--- config.mk ---
export PLATFORM = sky130hd
export DESIGN_NAME = dsf_front
export DESIGN_NICKNAME = d
export VERILOG_FILES = /design/src/hdl/dsf_pkg.sv /design/src/hdl/dsf_front.sv
export SDC_FILE = /design/constraint.sdc
export NUM_CORES = 1
export LEC_CHECK = 0
export BUFFER_PORTS_ARGS = -buffer_cell sky130_fd_sc_hd__clkbuf_2
export CAP_MARGIN = 40
export CORE_AREA = 2 2 227 229
export DETAILED_ROUTE_END_ITERATION = 10
export DIE_AREA = 0 0 229 231
export PLACE_DENSITY_LB_ADDON = 0.08
export SLEW_MARGIN = 10
export SYNTH_ARGS = -nofsm -noshare
export SYNTH_HDL_FRONTEND = slang
export SYNTH_SLANG_ARGS = --single-unit
--- constraint.sdc ---
create_clock -name clk_i -period 5.34 [get_ports clk_i]
set_input_delay 0.267 -clock clk_i [delete_from_list [all_inputs] [get_ports clk_i]]
set_output_delay 0.267 -clock clk_i [all_outputs]
set_load 0.005 [all_outputs]
--- src/hdl/dsf_pkg.sv ---
// Shared types, widths and constants for the damped spring force block.
package dsf_pkg;

  localparam int unsigned FRAC_BITS_DEF = 16;
  localparam int unsigned QUEUE_DEPTH_DEF = 4;

  localparam int unsigned IN_W      = 32;
  localparam int unsigned N_IN      = 12;
  localparam int unsigned IN_DATA_W = IN_W * N_IN;
  localparam int unsigned OUT_DATA_W = 48 + 3 * 32;
  localparam int unsigned OUT_USER_W = 2;

  localparam int unsigned DW   = 33;   // endpoint difference, signed
  localparam int unsigned SQ_W = 66;   // sum of squared differences
  localparam int unsigned LW   = 33;   // spring length
  localparam int unsigned EMW  = 33;   // |l - l0|

  localparam int unsigned CFG_W     = 32;
  localparam int unsigned CFG_IDX_W = 2;

  localparam logic [CFG_IDX_W-1:0] REG_STIFFNESS   = 2'd0;
  localparam logic [CFG_IDX_W-1:0] REG_REST_LENGTH = 2'd1;
  localparam logic [CFG_IDX_W-1:0] REG_DAMPING     = 2'd2;

  localparam logic [CFG_W-1:0] STIFFNESS_RST   = 32'd65536;
  localparam logic [CFG_W-1:0] REST_LENGTH_RST = 32'd65536;
  localparam logic [CFG_W-1:0] DAMPING_RST     = 32'd0;

  typedef struct packed {
    logic [CFG_W-1:0] stiffness;
    logic [CFG_W-1:0] rest_length;
    logic [CFG_W-1:0] damping;
  } cfg_t;

  // Position and velocity differences, second endpoint minus first.
  typedef struct packed {
    logic [2:0][DW-1:0] d;
    logic [2:0][DW-1:0] dv;
  } diff_t;

endpackage

--- src/hdl/dsf_front.sv ---
// Input stage: accept endpoint requests and form position and velocity differences.
module dsf_front import dsf_pkg::*; (
  input  logic                 clk_i,
  input  logic                 rst_ni,
  input  logic                 s_valid_i,
  input  logic [IN_DATA_W-1:0] s_data_i,
  output logic                 s_ready_o,
  output logic                 diff_valid_o,
  output diff_t                diff_o,
  input  logic                 diff_ready_i
);

  logic  v_q;
  diff_t df_q, df_d;

  always_comb begin
    logic [IN_W-1:0] pa, pb, va, vb;
    for (int i = 0; i < 3; i++) begin
      pa = s_data_i[IN_W*i +: IN_W];
      pb = s_data_i[IN_W*(3+i) +: IN_W];
      va = s_data_i[IN_W*(6+i) +: IN_W];
      vb = s_data_i[IN_W*(9+i) +: IN_W];
      df_d.d[i]  = {pb[IN_W-1], pb} - {pa[IN_W-1], pa};
      df_d.dv[i] = {vb[IN_W-1], vb} - {va[IN_W-1], va};
    end
  end

  assign s_ready_o    = !v_q || diff_ready_i;
  assign diff_valid_o = v_q;
  assign diff_o       = df_q;

  always_ff @(posedge clk_i or negedge rst_ni) begin
    if (!rst_ni) begin
      v_q <= 1'b0;
    end else if (s_ready_o) begin
      v_q <= s_valid_i;
    end
  end

  always_ff @(posedge clk_i) begin
    if (s_valid_i && s_ready_o) begin
      df_q <= df_d;
    end
  end

endmodule

# Word-level counts from Yosys, hierarchy flattened
# Cells that the tools add are included.
[op_classes]
addsub = 6
mul = 0
div_mod_pow = 0
order_cmp = 0
eq_ne = 0
n_shift = 0
muxes = 0
bitwise = 0
reduce_logical = 3
[ops]
columns = ["cell", "n"]
rows = [
  ["$sub 32x32->33", 6],
  ["$logic_and 1x1->1", 1],
  ["$logic_not 1->1", 1],
  ["$logic_or 1x1->1", 1],
]
[totals]
register_bits = 199
latch_bits = 0
mem_bits_rw = 0
rom_bits = 0
in_bits = 388
word_cells = 16
memories = 0

# Logic depth before layout (Yosys ltp)
[logic_depth]
depth_word = 3
mapped_depth = 13
depth_no_buf = 13

# Worst setup path after synthesis
# No wires, ideal clock.
[synth_timing]
kind = "register to register"
from = "register v_q (netlist: diff_valid_o)"
to = "register df_q, in the netlist diff_o[0], enable pin"
setup_ns = 0.583
arrival_time_ns = 5.040
setup_slack_ns = -0.284
stages_incl_launch_ff = 3
path_buffers = 0
period_less_slack_ns = 5.624
path_cell_list = "dfrtp_1 nand2b_1 and2_1"
[synth_via]
elab_chain_len = 3
[synth_lines]
columns = ["item", "line_no", "rtl"]
rows = [
  ["start: declaration", "dsf_front.sv:13", "logic v_q;"],
  ["start signal: assignment", "dsf_front.sv:36", "v_q <= s_valid_i;"],
  ["$logic_not 1->1", "dsf_front.sv:28", "assign s_ready_o = !v_q || diff_ready_i;"],
  ["$logic_or 1x1->1", "dsf_front.sv:28", ""],
  ["net s_ready_o", "dsf_front.sv:7", "output logic s_ready_o,"],
  ["$logic_and 1x1->1", "dsf_front.sv:41", "if (s_valid_i && s_ready_o) begin"],
  ["end signal: assignment", "dsf_front.sv:42", "df_q <= df_d;"],
  ["end: declaration", "dsf_front.sv:14", "diff_t df_q, df_d;"],
]
# The timed path passes the listed nets, and every way through them passes these cells.
# A chain may end at the register's enable or synchronous reset.

==> flow_summary.ini <==
[worst_setup_path]
crit_arrival_ns = 3.36
start_kind = primary input
r2r_slack_ns = 3.14
path_class = primary input to register
cp-end-kind = register
critPathMostFrequentCell = o21ai_0
slowest_stage = o21ai_0
path_cells = clkbuf_2 -> inv_1 -> ha_1 -> fa_1 -> nor2b_1 -> o21ai_0 -> a21boi_0 -> o31ai_1 -> a31oi_1 -> a41oi_1 -> o211ai_1 -> o21ai_0 -> nor3_1 -> a311o_1
required_ns = 5.59
worstPathMaxFanout = 4
slowest_delay_ns = 0.50

[synthesis]
synth_edf_count = 198
synth_cell_types = 69
seq_area_frac_synth = 0.3706
syn-instance-count = 1729
synth_nets = 2315
synth.cell_area_um2 = 16110
ys_ff_latch = 199
ys_warn_count = 0
syn_avg_cell_area_um2 = 9.318
synthArstFlopShare = 0.005025
ys.flop_type = edfxtp_1

[timing]
final.setup.worst_slack_ns = 2.230
drv_slew = 0
max_freq_mhz = 321.6
rsz0062_at_grt = no
finalCritPeriodShare = 0.5824
worstMarginPinSlew_ns = 0.6871
slew_headroom = 0.5380
finalSetupViolations = 0
fin_skew_ns = 0.01313
hold_viol = 0
fin_setup_tns_ns = 0
period_needed_ns = 3.110

[cells_and_area]
syn2layout_area_growth_pct = 27.44
nNetsFinal = 2910
drive_above_1_share = 0.2756
postLayoutCellArea_um2 = 20530
fin_cells = 3027

[die]
coreArea_um2 = 50680
die-area_um2 = 52900
row_count = 83
die_w_um = 229
die_h_um = 231
initial_core_util = 0.3179
num_io_pins = 588

[drt]
via_count = 14690
post-route-drc-count = 0
drt_first_pass_iters = 7
vias_per_cell = 4.853
drt-total-wl_um = 54610
wire_per_inst_um = 18.04
drt_iter0_markers = 780
antenna_left = 0

[clock_tree]
cts_tree = built
root_buffer = clkbuf_16
clock-sinks = 199
path_clk_slew_ns = 0.08
clock_path_buffers = 2
htree_num_levels = 4
cts_inserted_buffers = 17
worstSkewPairLatency_ns = 0.50

[status]
status = complete, no violations

[pwr]
leakagePower_nw = 10.07
vdd_ir_drop_max_mv = 0.1751
power_density_nw_per_um2 = 250.3
power_mw = 5.140

[run]
maxCapViolations = 0

[placed_design]
portBuffers = 587
place_congestion = 0.9166
placedCellCount = 2983
place_hpwl_um = 45670
dp_slack_ns = 1.758
place_area_um2 = 19890

[global_route]
grt_pass1_vias = 14770
grt_max_degree = 102
antenna_found_initial = 19
track_usage = 0.2030
grt-ovfl-total = 0
grt_pass1_wl_um = 82020

[min_path]
worstHoldPathType = primary input to asynchronous set/reset pin
==> state kept, by name, summed over array words and instances (netlist names) <==
signal        cells
diff_o          198
diff_valid_o      1
==> routing by layer <==
layer  up-vias  routed length (µm)  GRT usage
met4        18                1773    0.08036
met1      6742               22870     0.2419
met2       456               25570     0.3325
met5         -                 120          0
li1       7381                   -          -
met3        94                4268    0.07374
==> cells by family after synthesis <==
kind of cell	after synthesis	share of synthesized area
buffers and inverters	264	0.06151
muxes	2	0.001243
adders and majority gates	198	0.1566
AOI/OAI and AO/OA	510	0.2064
and+or+nand+nor	404	0.1210
xor gates and xnor gates	152	0.08263
DFF	199	0.3706
==> worst paths after layout <==
check / from / to / depth (start not counted)
worst max register to register: diff_valid_o / diff_o[184] / 4
min in group clk_i: diff_ready_i / diff_valid_o / 3
worst max-delay path: s_data_i[288] / diff_o[30] / 14
max in group asynchronous: rst_ni / diff_valid_o / 2
worst min register to register: diff_valid_o / diff_valid_o / 2
worst min-delay path: rst_ni / diff_valid_o / 2
==> synth_stat cells (16+ instances only) <==
cell type,number,share of area
inv_1,248,0.058
edfxtp_1,198,0.37
ha_1,192,0.15
a21oi_1,146,0.045
nor2_1,139,0.032
xnor2_1,111,0.060
o21ai_0,101,0.031
nand2_1,80,0.019
a21o_1,69,0.032
o21a_1,42,0.020
xor2_1,41,0.022
nor2b_1,37,0.014
nand3_1,32,0.0099
nor3_1,27,0.0084
nand2b_1,25,0.0097
a31oi_1,22,0.0085
o21bai_1,18,0.0084
clkbuf_1,16,0.0037
==> power breakdown <==
| group | switching, mW | leakage (nW) | internal [mW] |
|---|---|---|---|
| Sequential | 0.0555 | 1.89 | 1.98 |
| Clock | 0.704 | 0.279 | 0.704 |
| Combinational | 0.939 | 7.90 | 0.756 |
==> final cells by class <==
cell class / count / area (µm²)
Antenna cell: 10 / 25.02
Clock buffer: 18 / 429.2
Clock inverter: 14 / 167.7
Fill cell: 5299 / 30150
Inverter: 248 / 930.9
Multi-Input combinational cell: 1266 / 9151
Sequential cell: 199 / 5971
Tap cell: 680 / 850.8
Timing Repair Buffer: 592 / 3005
==> timing repair <==
item	4_1_cts	5_1_grt
hold buffers	2	0
endpoints found under the hold margin	2	0
gates resized for setup	0	0
buffers inserted	0	0
==> cells in the final DEF, fill, tap and decap left out, drive strengths merged, types with 7 or more instances in the layout <==
master and n:
nor3b 7, nor3 27, o21ai 101, edfxtp 198, nand2b 25, a211oi 13
o41ai 7, or2 7, o21a 42, xnor2 111, a31oi 23, a21o 69
clkbuf 605, nand4 10, nor2 139, a21boi 9, o31a 8, nor2b 38
nand3 32, and2 8, inv 253, o31ai 15, o211ai 7, diode 10
nand2 80, and3 14, a2111oi 7, ha 192, xor2 41, a21oi 147
o21bai 18
==> through the flow <==
stage	util	hold WS, ns
after floorplan	-	-0.02859
after global placement	0.3921	0.04248
after detailed placement	0.3925	0.04309
after CTS	0.4046	0.04584
after global routing	0.4051	0.06245
final	0.4051	0.1071
==> critical path: cells and delay by family <==
family,cells,cell delay (ns)
adder cells (fa/ha/maj),2,0.43
AO/OA/AOI/OAI,8,2.37
AND/OR/NAND/NOR,2,0.17
buffers and inverters,2,0.13
(Power assumes the default switching activity.)
