[src/hdl/dsf_pkg.sv]
// Shared types, widths and constants for the damped spring force block.
package dsf_pkg;

  localparam int unsigned FRAC_BITS_DEF = 16;
  localparam int unsigned QUEUE_DEPTH_DEF = 4;

  localparam int unsigned IN_W      = 32;
  localparam int unsigned N_IN      = 12;
  localparam int unsigned IN_DATA_W = IN_W * N_IN;
  localparam int unsigned OUT_DATA_W = 48 + 3 * 32;
  localparam int unsigned OUT_USER_W = 2;

  localparam int unsigned DW   = 33;   // endpoint difference, signed
  localparam int unsigned SQ_W = 66;   // sum of squared differences
  localparam int unsigned LW   = 33;   // spring length
  localparam int unsigned EMW  = 33;   // |l - l0|

  localparam int unsigned CFG_W     = 32;
  localparam int unsigned CFG_IDX_W = 2;

  localparam logic [CFG_IDX_W-1:0] REG_STIFFNESS   = 2'd0;
  localparam logic [CFG_IDX_W-1:0] REG_REST_LENGTH = 2'd1;
  localparam logic [CFG_IDX_W-1:0] REG_DAMPING     = 2'd2;

  localparam logic [CFG_W-1:0] STIFFNESS_RST   = 32'd65536;
  localparam logic [CFG_W-1:0] REST_LENGTH_RST = 32'd65536;
  localparam logic [CFG_W-1:0] DAMPING_RST     = 32'd0;

  typedef struct packed {
    logic [CFG_W-1:0] stiffness;
    logic [CFG_W-1:0] rest_length;
    logic [CFG_W-1:0] damping;
  } cfg_t;

  // Position and velocity differences, second endpoint minus first.
  typedef struct packed {
    logic [2:0][DW-1:0] d;
    logic [2:0][DW-1:0] dv;
  } diff_t;

endpackage

[src/hdl/dsf_fifo.sv]
// Short queue between the input stage and the arithmetic pipeline.
module dsf_fifo import dsf_pkg::*; #(
  parameter int unsigned DEPTH = QUEUE_DEPTH_DEF
) (
  input  logic  clk_i,
  input  logic  rst_ni,
  input  logic  wr_valid_i,
  input  diff_t wr_data_i,
  output logic  wr_ready_o,
  output logic  rd_valid_o,
  output diff_t rd_data_o,
  input  logic  rd_ready_i
);

  localparam int unsigned AW = (DEPTH > 1) ? $clog2(DEPTH) : 1;

  diff_t         mem_q [DEPTH];
  logic [AW-1:0] wp_q, rp_q;
  logic [AW:0]   cnt_q;
  logic          push, pop;

  assign wr_ready_o = (cnt_q != (AW+1)'(DEPTH));
  assign rd_valid_o = (cnt_q != '0);
  assign rd_data_o  = mem_q[rp_q];
  assign push = wr_valid_i && wr_ready_o;
  assign pop  = rd_valid_o && rd_ready_i;

  always_ff @(posedge clk_i or negedge rst_ni) begin
    if (!rst_ni) begin
      wp_q  <= '0;
      rp_q  <= '0;
      cnt_q <= '0;
    end else begin
      if (push) begin
        wp_q <= (wp_q == AW'(DEPTH-1)) ? '0 : wp_q + 1'b1;
      end
      if (pop) begin
        rp_q <= (rp_q == AW'(DEPTH-1)) ? '0 : rp_q + 1'b1;
      end
      if (push && !pop) begin
        cnt_q <= cnt_q + 1'b1;
      end else if (pop && !push) begin
        cnt_q <= cnt_q - 1'b1;
      end
    end
  end

  always_ff @(posedge clk_i) begin
    if (push) begin
      mem_q[wp_q] <= wr_data_i;
    end
  end

endmodule

[config.mk]
export PLATFORM = sky130hd
export DESIGN_NAME = dsf_fifo
export DESIGN_NICKNAME = d
export VERILOG_FILES = /design/src/hdl/dsf_pkg.sv /design/src/hdl/dsf_fifo.sv
export SDC_FILE = /design/constraint.sdc
export NUM_CORES = 1
export LEC_CHECK = 0
export BUFFER_PORTS_ARGS = -buffer_cell sky130_fd_sc_hd__buf_2
export CORE_ASPECT_RATIO = 0.6
export CORE_MARGIN = 1
export CORE_UTILIZATION = 55
export CTS_CLUSTER_SIZE = 14
export DETAILED_ROUTE_END_ITERATION = 8
export PLACE_DENSITY = 0.77
export SYNTH_ARGS = -nofsm -noshare
export SYNTH_HDL_FRONTEND = slang
export SYNTH_SLANG_ARGS = --single-unit
[constraint.sdc]
create_clock -name clk_i -period 4.1 [get_ports clk_i]
set_input_delay 0.615 -clock clk_i [delete_from_list [all_inputs] [get_ports clk_i]]
set_output_delay 0.615 -clock clk_i [all_outputs]
set_load 0.005 [all_outputs]
Word level (Yosys, flattened, before mapping)
Memory sizes are Yosys's and may differ from the RTL's.
Index checks and enable logic that the tools add are counted.
- memories kept: 1
- logic and storage cells: 25
- output and inout bits: 200
- RAM bits: 792
- bits in registers: 7
- reductions and logical operators: 8
- $add $sub $neg: 4
- mux-type cells: 6
- equal/unequal tests: 3
- memories (name ; words ; bits a word ; read ports ; clocked after memory_dff ; wr ports ; line ; RTL):
    mem_q ; 4 ; 198 ; 1 ; 0 ; 1 ; dsf_fifo.sv:17 ; diff_t mem_q [DEPTH];
- operators by type and width (operator ; count):
    $mux 3 ; 2
    $add 2x1->2 const B ; 2
    $eq 2x2->1 const B ; 2
    $logic_and 1x1->1 ; 4
    $mux 2 ; 2
    $add 3x1->3 const B ; 1
    $ne 3x3->1 const B ; 1
    $reduce_bool 3->1 ; 1
    $sub 3x1->3 const B ; 1
    $logic_not 1->1 ; 2
    $mux 1 ; 2
    $reduce_bool 2->1 ; 1

Logic depth before layout (Yosys ltp)
Gate-level depths: netlist of the first run.
- depth after elaboration: 6
- mapped depth: 8
- gate-level depth less buffers: 8

Least setup slack after synthesis of the first run
OpenSTA, ideal clock, no wires.
- path kind: flip-flop to flip-flop
- start point: reg cnt_q[2]
- end point: mem mem_q[0][0] (netlist name) (enable)
- setup slack: 0.587 ns
- data arrival time: 3.041 ns
- path buffers: 0
- cell stages (with the launch flop): 3
- setup time: 0.471 ns
- period minus slack after synthesis: 3.513 ns
- path through: dfrtp_1 -> or3b_4 -> and3_2
- word-level cells in the longest chain between the ends: 4
- RTL lines (element ; line ; RTL):
    from (decl) ; dsf_fifo.sv:19 ; logic [AW:0] cnt_q;
    from (signal assigned) ; dsf_fifo.sv:41 ; cnt_q <= cnt_q + 1'b1;
    from (signal assigned) ; dsf_fifo.sv:43 ; cnt_q <= cnt_q - 1'b1;
    $ne 3x3->1 ; dsf_fifo.sv:22 ; assign wr_ready_o = (cnt_q != (AW+1)'(DEPTH));
    via wr_ready_o ; dsf_fifo.sv:9 ; output logic wr_ready_o,
    $logic_and 1x1->1 ; dsf_fifo.sv:25 ; assign push = wr_valid_i && wr_ready_o;
    $mux 1 ; dsf_fifo.sv:49 ; if (push) begin
    $mux 1 (implied by the code) ; dsf_fifo.sv:50 ; mem_q[wp_q] <= wr_data_i;
    to (decl) ; dsf_fifo.sv:17 ;
The timed path passes the listed nets, and every way through them passes these cells.

==> results of run 1 <==
cell type report:
cell class                      count  share of cell area [%]
Sequential cell                   799                   70.08
Multi-Input combinational cell    224                   13.84
Timing Repair Buffer              437                   7.216
Clock buffer                       93                   5.620
Tap cell                          693                   2.536
Clock inverter                     27                  0.5854
Antenna cell                       12                 0.08782
Inverter                            3                 0.03293
worst paths after layout:
check / startpoint / endpoint / slack, ns / cells after the start
hold reg to reg: cnt_q[2]$_DFFE_PN0P_ / cnt_q[2]$_DFFE_PN0P_ / 0.47 / 1
hold / removal: wr_data_i[172] / mem_q[2][172]$_DFFE_PP_ / 0.22 / 1
min in group asynchronous: rst_ni / cnt_q[1]$_DFFE_PN0P_ / 0.41 / 2
setup / recovery: rp_q[0]$_DFFE_PN0P_ / rd_data_o[197] / 0.97 / 3
setup reg to reg: cnt_q[1]$_DFFE_PN0P_ / cnt_q[2]$_DFFE_PN0P_ / 1.83 / 8
max in group asynchronous: rst_ni / rp_q[0]$_DFFE_PN0P_ / 3.51 / 2
power by group through the flow:
stage               sequential (mW)  clock [mW]  combinational (mW)
global placement               11.3           0                6.90
finish                         11.2        6.19                6.87
detailed placement             11.4           0                6.98
global route                   11.4        6.62                7.35
CTS                            11.3        6.32                7.02
floorplan                      11.3           0                4.18
repair_timing:
| action | 4_1_cts | 5_1_grt |
|---|---|---|
| hold buffers | 1 | 0 |
| endpoints found under the setup margin | 0 | 0 |
| hold endpoints to repair | 7 | 0 |
per-layer routing:
metal / part of all wire (%) / track usage (%) / vias to the layer above
li1: - / - / 5611
met1: 41 / 31.44 / 7017
met2: 49 / 34.33 / 475
met3: 7.1 / 5.390 / 109
met4: 2.3 / 6.236 / 10
met5: 0.11 / 0 / -
cell families after synthesis:
| family | Yosys count |
|---|---|
| DFF | 799 |
| adders and majority gates | 7 |
| and+or+nand+nor | 11 |
| muxes | 203 |
| xor gates and xnor gates | 3 |
| buffers and inverters | 47 |
cells in the final DEF (no fill, tap or decap), types with 2 or more instances in the layout:
master     Yosys  layout
mux2_2         3       3
edfxtp_1     792     792
clkbuf_16      0      73
inv_16         0       2
dfrtp_4        0       2
buf_12         0      15
mux2_4         2       2
mux4_2       198     198
inv_1          3       3
buf_2         17     401
and3_4         0       4
diode_2        0      12
clkinv_1       0      12
clkbuf_8       0       2
clkbuf_1       0      18
clkinv_2       0       6
buf_4         19      20
ha_1           6       6
nor2_1         3       3
inv_6          0       5
xor2_1         2       2
dfrtp_1        7       5
registers in the layout, indices dropped and copies added (netlist names):
| signal | flops |
|---|---|
| wp_q | 2 |
| cnt_q | 3 |
| mem_q | 792 |
| rp_q | 2 |
metrics by stage:
stage / hold WS (ns) / total power [mW]
global placement: 0.4585 / 18.21
finish: 0.2244 / 24.30
global route: 0.1984 / 25.35
detailed placement: 0.4634 / 18.41
floorplan: 0.3194 / 15.48
CTS: 0.1862 / 24.61
==> key figures, run 1 <==
Synthesis
  – Share of the synthesized area in the top cell type: 82.17%
  – Mux cell area share after synthesis: 15.63%
  – Post-synthesis cell type count: 19
  – Top cells by area, synth: edfxtp_1 82%, mux4_2 15%, dfrtp_1 0.61%, buf_4 0.49%, buf_2 0.29%
  – Synth warn: 0
  – Largest family of logic cells by synthesized area: multiplexers
  – Leading area contributor after synthesis: edfxtp_1
  – Ys flop type: edfxtp_1
  – Sequential cell area fraction in the yosys report: 82.77%
  – Adder-cell share of the synthesized area: 0.3285%
  – Avg Synthesized Cell Area: 27.05 sq um
  – Compound-Gate Fraction of Synth Area: 0%
  – Async SR Flop Fraction: 0.8761%
  – Register bit total from synthesis: 799
  – Most instantiated cells after synthesis: 792 x edfxtp_1, 198 x mux4_2, 19 x buf_4
  – Post-synth EDFFs: 792
  – Most common cell in the netlist: edfxtp_1
  – Synth Instances: 1,070
  – Syn Std Cell Area: 28,940 sq um
  – XOR/XNOR Fraction of Synth Area: 0.09078%
  – Post-Synth Simple-Gate Area: 0.2507%
  – Syn_nets: 1,279

Global routing
  – Global-route wire length before repair: 86,760 um
  – Initial antenna violation count: 15
  – Vias in the first global route: 13,620
  – Gr ovfl total: 0
  – All-layer global routing usage: 21.96%
  – Largest net degree at the start of global routing: 76

Setup path
  – Crit-path cells: buf_12 -> mux4_2 -> buf_2
  – Slowest CP cell: dfrtp_4
  – Crit path DAT: 2.51 ns
  – Cell family with most CP delay: flip-flops
  – Startpoint Class: flop
  – Bufs and invs on worst path: 2
  – Critical Path End Type: output port
  – Crit path max fanout: 53
  – WS Path Type: reg -> out
  – WP data required: 3.48 ns
  – CP peak stage delay: 0.70 ns

Route
  – Vias: 13,220
  – Detail Route Antenna Nets: 0
  – Routed len/inst: 25.30 um
  – DR vias/cell: 5.779
  – Initial drt markers: 1,132
  – Remaining DRCs: 0
  – TritonRoute pass-1 iters: 5
  – Routed WL: 57,890 um

CTS
  – CTS clock-pin slew for the worst setup and hold paths: 0.06 ns
  – # resized after CTS: 0
  – Skew-Pair Late Insertion Delay: 0.60 ns
  – CTS root buf: clkbuf_16
  – Num CTS Buffers: 72
  – TritonCTS clock tree: built
  – Setup Buffers After CTS: 0
  – Clock buffer depth: 3
  – CTS Sinks: 799
  – H-tree depth: 3

Pwr
  – Leakage: 11.57 nW
  – Pint: 17.47 mW
  – Comb pwr share: 28.3%
  – VDD IR max: 0.0005455 V
  – Sw frac: 28.08%
  – Sw power: 6.823 mW
  – PwrDens: 710.5 nW/um^2
  – Fraction of power consumed by sequential logic: 46.3%
  – Clk pwr share: 25.5%

Flow run
  – Max cap viols: 0

Worst hold path
  – Min-delay worst type: in -> reg

Timing
  – Tcrit/Tclk final: 76.33%
  – Final Hold Violating Endpoints: 0
  – Setup TNS: 0 ns
  – Worst Tran Pin Value: 0.9287 ns
  – Clock skew: 0.01365 ns
  – Slew Limit Fails: 0
  – Setup violators final: 0
  – Setup repair after global routing missed its margin: false
  – Peak Freq: 319.5 MHz
  – Slew HR: 38.08%
  – PnR worst setup slack: 0.9704 ns
  – Final min period: 3.130 ns

Placed design
  – RD Place Congestion: 0.8022
  – Area after DPL: 32,030 sq um
  – Buffers added on ports: 401
  – Post-Place Cells: 2,155
  – Worst slack, placed: 1.518 ns
  – Post-DP HPWL: 36,490 um

Finish
  – Nets: 1,746
  – Fillers: 3,250
  – Non-Filler Instances: 2,288
  – Seq. cell area: 23,970 sq um
  – Final core occ: 66.52%
  – Share of post-route cells with drive strength above 1: 46.62%
  – Design area: 34,200 sq um
  – Area of the multi-input gates: 4732 sq um
  – Area Growth Syn to Fin: 18.14%

Floorplanning
  – Initial core utilization: 56.30%
  – Chip Width: 298.2 um
  – Die Y: 179.7 um
  – Row count: 64
  – Die area: 53,580 sq um
  – IO Count: 402
  – CORE AREA: 51,410 sq um

Run status
  – Status: complete, no violations
No activity file was read; power rests on OpenSTA's default activity.
==> run 2: changes to the inputs <==
==> constraint.sdc (replaced) <==
create_clock -name clk_i -period 3.25 [get_ports clk_i]
set_input_delay 0.4875 -clock clk_i [delete_from_list [all_inputs] [get_ports clk_i]]
set_output_delay 0.4875 -clock clk_i [all_outputs]
set_load 0.005 [all_outputs]
==> key figures, run 2 (same netlist as run 1, synthesis figures left out) <==
Run status
  – Status: complete, no violations

Timing
  – Final min period: 2.985 ns
  – Slew HR: 52.37%
  – Hold Slack: 0.09084 ns
  – Tcrit/Tclk final: 91.84%
  – Worst Tran Pin Value: 0.7145 ns
  – Clock skew: 0.02516 ns
  – Setup violators final: 0
  – Setup repair after global routing missed its margin: false
  – Slew Limit Fails: 0
  – Peak Freq: 335.0 MHz
  – Final Hold Violating Endpoints: 0

Floorplanning
  – CORE AREA: 51,410 sq um
  – Initial core utilization: 56.30%
  – Chip Width: 298.2 um
  – Die Y: 179.7 um
  – Die area: 53,580 sq um
  – Row count: 64
  – IO Count: 402

Setup path
  – Critical path origin: rp_q[0]$_DFFE_PN0P_
  – R2r endpoint: cnt_q[2]$_DFFE_PN0P_
  – Critical Path End Type: output port
  – WP data required: 2.76 ns
  – Crit path max fanout: 25
  – Worst Reg-to-Reg Cells: 8
  – Crit path DAT: 2.50 ns
  – WS Path Type: reg -> out
  – FF-to-FF Start: cnt_q[1]$_DFFE_PN0P_
  – Worst R2R Setup Slack: 0.89 ns
  – Startpoint Class: flop

Finish
  – Area Growth Syn to Fin: 18.68%
  – Top reg by flops: mem_q
  – Nets: 1,765
  – Top Registers: mem_q x792, cnt_q x3
  – Largest register FFs: 792
  – Most frequent cells in the layout: 792 x edfxtp_1, 401 x buf_2, 198 x mux4_2, 70 x clkbuf_16, 40 x buf_4
  – Share of post-route cells with drive strength above 1: 47.21%
  – Commonest non-fill, non-tap cell in the layout: edfxtp_1

Route
  – Routed len/inst: 26.07 um
  – DR vias/cell: 5.866
  – TritonRoute pass-1 iters: 4
  – Routed WL: 59,950 um
  – Remaining DRCs: 0
  – Initial drt markers: 1,005
  – Vias: 13,490
  – Detail Route Antenna Nets: 0

Pwr
  – Pint: 22.10 mW
  – Leakage: 11.65 nW
  – Comb pwr share: 28.8%
  – VDD IR max: 0.0005445 V
  – Sw frac: 28.39%
  – Overall power: 30.86 mW
  – Fraction of power consumed by sequential logic: 46.0%
  – Sw power: 8.763 mW
  – Clk pwr share: 25.2%
  – PwrDens: 898.5 nW/um^2

CTS
  – TritonCTS clock tree: built
  – CTS root buf: clkbuf_16
  – CTS Sinks: 799
  – CTS clock-pin slew for the worst setup and hold paths: 0.07 ns
  – Clock buffer depth: 3
  – Num CTS Buffers: 70
  – Skew-Pair Late Insertion Delay: 0.61 ns
  – H-tree depth: 3

Worst hold path
  – Min-delay worst type: in -> reg
  – Hold path start: wr_data_i[157]
  – End of the worst hold path: mem_q[1][157]$_DFFE_PP_
  – Hold depth: 1

Placed design
  – Post-DP HPWL: 37,330 um
  – RD Place Congestion: 0.7924
  – Buffers added on ports: 401

Flow run
  – Max cap viols: 0

Global routing
  – Largest net degree at the start of global routing: 80
  – Initial antenna violation count: 17
  – All-layer global routing usage: 22.62%
  – Global-route wire length before repair: 88,930 um
  – Vias in the first global route: 14,040
  – Gr ovfl total: 0
[run 2: cell count changes in the layout (fill, tap and decap cells not counted), sizes merged, moves of 2 or more]
| cell | previous run | this run |
|---|---|---|
| inv | 11 | 5 |
| clkinv | 18 | 14 |
| diode | 12 | 10 |
| buf | 436 | 457 |
[run 2: worst max-delay path, stage by stage (launching register included)]
cell and delay [ns]:
dfrtp_4 0.61, buf_12 0.27, buf_4 0.29, mux4_2 0.54, buf_2 0.16
[run 2: worst max path at each step]
stage                                 end  slack [ns]  cells after the start
finish                     rd_data_o[119]        0.27                      4
global route               rd_data_o[126]        0.13                      4
CTS                        rd_data_o[129]        0.19                      4
detailed placement         rd_data_o[129]        0.86                      4
global placement           rd_data_o[122]        0.87                      4
floorplan           mem_q[0][0]$_DFFE_PP_       -0.26                      2
[run 2: per-stage QoR]
stage	worst slack [ns]	instances	setup TNS (ns)	utilization [%]	area, sq um
detailed placement	0.8624	2176	0	62.64	32200
CTS	0.1921	2290	0	66.77	34330
global placement	0.8726	2176	0	62.64	32200
finish	0.2652	2300	0	66.82	34350
floorplan	-0.2629	1070	-208.18	-	28940
global route	0.1281	2297	0	66.80	34340
[run 2: what timing repair did]
item / 4_1_cts / 5_1_grt
hold buffers: 1 / 0
setup buffers: 0 / 0
resized for setup: 0 / 0
endpoints found under the hold margin: 7 / 0
[run 2: final cells by class]
class                      instances  area (sq um)
clock buffer                      94          1852
fill                            3236         17060
sequential                       799         23970
clock inverter                    19         260.3
inverter                           3         11.26
multi-input combinational        224          4732
antenna                           10         25.02
timing repair buffer             458          2638
tap                              693         867.1
[run 2: power groups by stage]
stage / sequential, mW / clock (mW) / combinational, mW
2_1_floorplan: 14.3 / 0 / 5.27
3_3_place_gp: 14.3 / 0 / 8.93
3_5_place_dp: 14.4 / 0 / 9.00
4_1_cts: 14.2 / 7.92 / 9.09
5_1_grt: 14.3 / 8.30 / 9.52
6_report: 14.2 / 7.76 / 8.90
[run 2: routing by layer]
layer  GRT usage, %  vias to the layer above  part of all wire (%)
li1               -                     5633                     -
met1          31.60                     7212                    41
met2          35.82                      497                    49
met3          5.717                      138                   7.1
met4          6.892                       12                   2.9
met5              0                        -                  0.15
